File: config.mk
export PLATFORM = sky130hd
export DESIGN_NAME = bors_ctrl
export DESIGN_NICKNAME = d
export VERILOG_FILES = /design/src/hw/rtl/bors_pkg.sv /design/src/hw/rtl/bors_ctrl.sv
export SDC_FILE = /design/constraint.sdc
export NUM_CORES = 1
export LEC_CHECK = 0
export ABC_AREA = 1
export BUFFER_PORTS_ARGS = -buffer_cell sky130_fd_sc_hd__clkbuf_2
export CAP_MARGIN = 30
export CORE_MARGIN = 4
export CORE_UTILIZATION = 41
export CTS_BUF_LIST = sky130_fd_sc_hd__clkbuf_8
export DETAILED_ROUTE_END_ITERATION = 12
export PLACE_DENSITY_LB_ADDON = 0.3
export SETUP_SLACK_MARGIN = 0.1
export SYNTH_ARGS = -nofsm -noshare
export SYNTH_HDL_FRONTEND = slang
export SYNTH_SLANG_ARGS = --single-unit
export TNS_END_PERCENT = 30
File: constraint.sdc
create_clock -name clk_i -period 2.1 [get_ports clk_i]
set_input_delay 0.525 -clock clk_i [delete_from_list [all_inputs] [get_ports clk_i]]
set_output_delay 0.525 -clock clk_i [all_outputs]
set_load 0.1 [all_outputs]
File: src/hw/rtl/bors_pkg.sv
`timescale 1ns / 1ps
package bors_pkg;

  localparam int unsigned FIELD_W     = 16;
  localparam int unsigned SCORE_W     = 16;
  localparam int unsigned MINOV_W     = 17;
  localparam int unsigned SCALE_W     = 16;
  localparam int unsigned KIND_W      = 2;
  localparam int unsigned VERDICT_W   = 3;
  localparam int unsigned IN_TDATA_W  = 88;
  localparam int unsigned OUT_TDATA_W = 16;
  localparam int unsigned CFG_IDX_W   = 2;
  localparam int unsigned CFG_DATA_W  = 17;
  localparam int unsigned FRAC_SHIFT  = 16;

  typedef enum logic [1:0] {
    FUNC_CLEAR = 2'd0,
    FUNC_ADD   = 2'd1,
    FUNC_TEST  = 2'd2,
    FUNC_NONE  = 2'd3
  } func_e;

  typedef enum logic [2:0] {
    VERDICT_DONE     = 3'd0,
    VERDICT_KEPT     = 3'd1,
    VERDICT_ADJUSTED = 3'd2,
    VERDICT_DROPPED  = 3'd3,
    VERDICT_FULL     = 3'd4
  } verdict_e;

  typedef enum logic [1:0] {
    CFG_MIN_OVERLAP  = 2'd0,
    CFG_SUPPRESS_ALL = 2'd1,
    CFG_BORDER_SCALE = 2'd2
  } cfg_idx_e;

  localparam logic [KIND_W-1:0] KIND_SUPPRESS = 2'd1;
  localparam logic [KIND_W-1:0] KIND_BORDER   = 2'd2;

  typedef struct packed {
    logic [MINOV_W-1:0] min_overlap;
    logic               suppress_all;
    logic [SCALE_W-1:0] border_scale;
  } cfg_t;

  // Commands from the sequencer to the datapath.
  typedef struct packed {
    logic load;
    logic area_en;
    logic thresh_en;
    logic walk_rd;
    logic scale_en;
    logic finish;
  } cmd_t;

  // Status from the datapath back to the sequencer.
  typedef struct packed {
    logic in_is_test;
    logic count_zero;
    logic busy;
    logic out_free;
  } status_t;

endpackage

File: src/hw/rtl/bors_ctrl.sv
`timescale 1ns / 1ps
module bors_ctrl import bors_pkg::*; #(
  parameter int unsigned MAX_REGIONS = 64
) (
  input  logic                                  clk_i,
  input  logic                                  rst_ni,
  input  logic                                  in_valid_i,
  output logic                                  in_ready_o,
  input  status_t                               status_i,
  input  logic [$clog2(MAX_REGIONS+1)-1:0]      count_i,
  output cmd_t                                  cmd_o,
  output logic [((MAX_REGIONS > 1) ? $clog2(MAX_REGIONS) : 1)-1:0] rd_addr_o
);

  localparam int unsigned CNT_W = $clog2(MAX_REGIONS + 1);
  localparam int unsigned AW    = (MAX_REGIONS > 1) ? $clog2(MAX_REGIONS) : 1;

  typedef enum logic [6:0] {
    S_IDLE   = 7'b0000001,
    S_AREA   = 7'b0000010,
    S_THRESH = 7'b0000100,
    S_WALK   = 7'b0001000,
    S_DRAIN  = 7'b0010000,
    S_SCALE  = 7'b0100000,
    S_FINISH = 7'b1000000
  } state_e;

  state_e           state_q, state_d;
  logic [CNT_W-1:0] idx_q, idx_d;
  logic [CNT_W-1:0] idx_next;

  assign idx_next   = idx_q + CNT_W'(1);
  assign in_ready_o = (state_q == S_IDLE);
  assign rd_addr_o  = idx_q[AW-1:0];

  always_comb begin
    state_d = state_q;
    idx_d   = idx_q;
    cmd_o   = '0;
    unique case (state_q)
      S_IDLE: begin
        if (in_valid_i) begin
          cmd_o.load = 1'b1;
          state_d    = status_i.in_is_test ? S_AREA : S_FINISH;
        end
      end
      S_AREA: begin
        cmd_o.area_en = 1'b1;
        state_d       = S_THRESH;
      end
      S_THRESH: begin
        cmd_o.thresh_en = 1'b1;
        idx_d           = '0;
        state_d         = status_i.count_zero ? S_DRAIN : S_WALK;
      end
      S_WALK: begin
        cmd_o.walk_rd = 1'b1;
        idx_d         = idx_next;
        if (idx_next == count_i) begin
          state_d = S_DRAIN;
        end
      end
      S_DRAIN: begin
        if (!status_i.busy) begin
          state_d = S_SCALE;
        end
      end
      S_SCALE: begin
        cmd_o.scale_en = 1'b1;
        state_d        = S_FINISH;
      end
      S_FINISH: begin
        if (status_i.out_free) begin
          cmd_o.finish = 1'b1;
          state_d      = S_IDLE;
        end
      end
      default: begin
        state_d = S_IDLE;
      end
    endcase
  end

  always_ff @(posedge clk_i or negedge rst_ni) begin
    if (!rst_ni) begin
      state_q <= S_IDLE;
      idx_q   <= '0;
    end else begin
      state_q <= state_d;
      idx_q   <= idx_d;
    end
  end

endmodule

==> results.cfg <==
[pwr]
seq_power_share_pct = 22.7
clockPowerShare_pct = 15.7
switching_share_pct = 48.55
p_per_area_nw_per_um2 = 1168
p_comb_share_pct = 61.5
intPower_w = 0.0008682
ir_drop_mv = 1.007
p_sw_w = 0.0008192
power_leakage_nw = 0.7747
p_total_w = 0.001687

[floorplanning]
dieArea_um2 = 3342
die_y_um = 57.81
start_util_pct = 44.69
die_w_um = 57.81
fp-row-count = 17
core_um2 = 2276
io-pin-count = 27

[min_path]
hp-class = input pin to async pin

[synth]
synthCells = 147
synth-seq-cells = 14
postSynthAreaPerCell_um2 = 6.920
seq_area_frac_synth_pct = 34.56
ys_types = 26
synth_area_um2 = 1017
synth_warnings = 0
synthesis.nets = 162

[sta]
finalSetupViolCount = 0
fin_crit_ns = 2.062
fin_ws_ns = 0.03841
fmax_ghz = 0.4851
finalMaxSlewViolations = 0
fin_crit_sh_pct = 98.17
rsz0062_at_grt = yes
hold_ws_ns = 0.1788
worst-slew-pin-transition_ns = 0.5398
finalHoldViolations = 0
clock_skew_ns = 0.004722
slew_headroom_pct = 64.17

[routing]
wl_per_cell_um = 12.74
routed_wl_um = 2726
vias_per_cell = 5.136
dr.pass1.iters = 4
drc = 0
vias = 1099
antenna_left = 0
drtIter0Drc = 18

[clock_tree]
htree_num_levels = 1
cts_tree = built
numCtsBuffers = 3
clock-sinks = 14
cts_buffer_depth = 2
insertion_delay_ns = 0.25
clockRootBuffer = clkbuf_8
clk_pin_slew_ns = 0.06

[final_layout]
mostFrequentLayoutCell = nand2_1
layout-drive-gt1-share_pct = 38.17
final_cell_mix = nand2_1 (32), inv_1 (27), clkbuf_2 (19)
instances_no_fill = 214
layout.nets = 202
syn_to_final_growth_pct = 42.07
diodes = 0
fin_area_um2 = 1445

[critical_path]
path_depth = 4
max_stage_delay_ns = 0.43
critical_path_class = flip-flop to primary output
crit_chain = nor3_4, nand4_1, nor2_2, buf_12
crit_family = simple AND/OR/NAND/NOR gates
cp-end-kind = primary output
reg2reg_depth = 12
worst-path-buf-inv = 1
start_kind = flip-flop
arrival_ns = 1.54
critPathMaxFanout = 5
slowest_stage = dfrtp_2
required_ns = 1.57

[grt]
grt_max_degree = 15
grt_pass1_wl_um = 4878
grt_usage_pct = 18.29
grt.overflow.total = 0
grt_pass1_vias = 1175
antenna_found_initial = 0

[placed_design]
port_buffers = 26
place_area_um2 = 1275
preCtsSetupSlack_ns = 0.1981
post-dp-hpwl_um = 1995
gp_congestion = 0.8086
dp.cells = 197

[status]
status = complete, no violations

[flow_run]
cap_viol_max_count = 0
[cell type report]
cell class              count  area [um2]
repair buffers             41       347.8
inverters                  33       123.9
clock buffers               4       55.05
fillers                   199       830.8
flip-flops and latches     14       352.8
well taps                  28       35.03
multi-input cells          94       530.5
[cell usage after synthesis (all sizes together)]
cell type | number | area [um2]
and2 | 1 | 6.260
o21ai | 6 | 33.78
nand3 | 16 | 85.08
nand3b | 2 | 15.01
nand2 | 39 | 166.4
o22ai | 3 | 18.77
ha | 1 | 12.51
nand4 | 8 | 50.05
nor2 | 11 | 53.80
dfstp | 1 | 26.28
dfrtp | 13 | 325.3
xor2 | 1 | 8.760
clkinv | 1 | 3.750
xnor2 | 1 | 8.760
buf | 6 | 45.04
nor4 | 2 | 12.51
inv | 32 | 120.1
nor3 | 3 | 25.02
[logic make-up (layout without fill, tap and decap cells)]
group | after synthesis | in the layout | synth area share (%)
and+or+nand+nor | 82 | 82 | 40.71
buffers and inverters | 39 | 78 | 16.60
DFF | 14 | 14 | 34.56
AOI/OAI and AO/OA | 9 | 9 | 5.166
xor gates and xnor gates | 2 | 2 | 1.722
adders and majority gates | 1 | 1 | 1.230
[routing by layer]
metal,vias up,wire (um),track usage [%]
met5,-,0,0
met4,0,31,5.298
met3,7,117,6.236
met2,26,1416,32.90
met1,523,1161,20.22
li1,543,-,-
[state kept, by name, indices dropped and copies added, names as in the netlist]
register / cells
idx_q: 7
state_q: 7
[stage by stage]
stage               utilization (%)  setup TNS [ns]
detailed placement            56.02               0
CTS                           61.19               0
global placement              56.02               0
global route                  63.50         -0.1055
finish                        63.50               0
floorplan                         -         -0.3283
[power groups by stage]
| stage | logic (W) | clock network, W | registers [W] |
|---|---|---|---|
| after global routing | 0.00111 | 0.000288 | 0.000389 |
| final | 0.00104 | 0.000266 | 0.000384 |
| after CTS | 0.000978 | 0.000273 | 0.000382 |
| after detailed placement | 0.000886 | 0 | 0.000382 |
| after global placement | 0.000872 | 0 | 0.000377 |
| after floorplan | 0.000651 | 0 | 0.000368 |
[worst paths after layout]
check	startpoint	to	slack [ns]
min in group clk_i	status_i[2]	state_q[3]	0.48
max in group asynchronous	rst_ni	state_q[0]	1.61
worst min-delay path	rst_ni	idx_q[0]	0.18
worst max-delay path	state_q[4]	cmd_o[5]	0.04
worst min register to register	idx_q[6]	idx_q[6]	0.59
worst max register to register	idx_q[0]	state_q[6]	0.35
[timing repair]
action,4_1_cts,5_1_grt
setup buffers,6,7
gates resized for setup,6,3
setup endpoints to repair,7,7
hold buffers,0,0
pin swaps,6,3
Power figures use the tool's default switching activity.
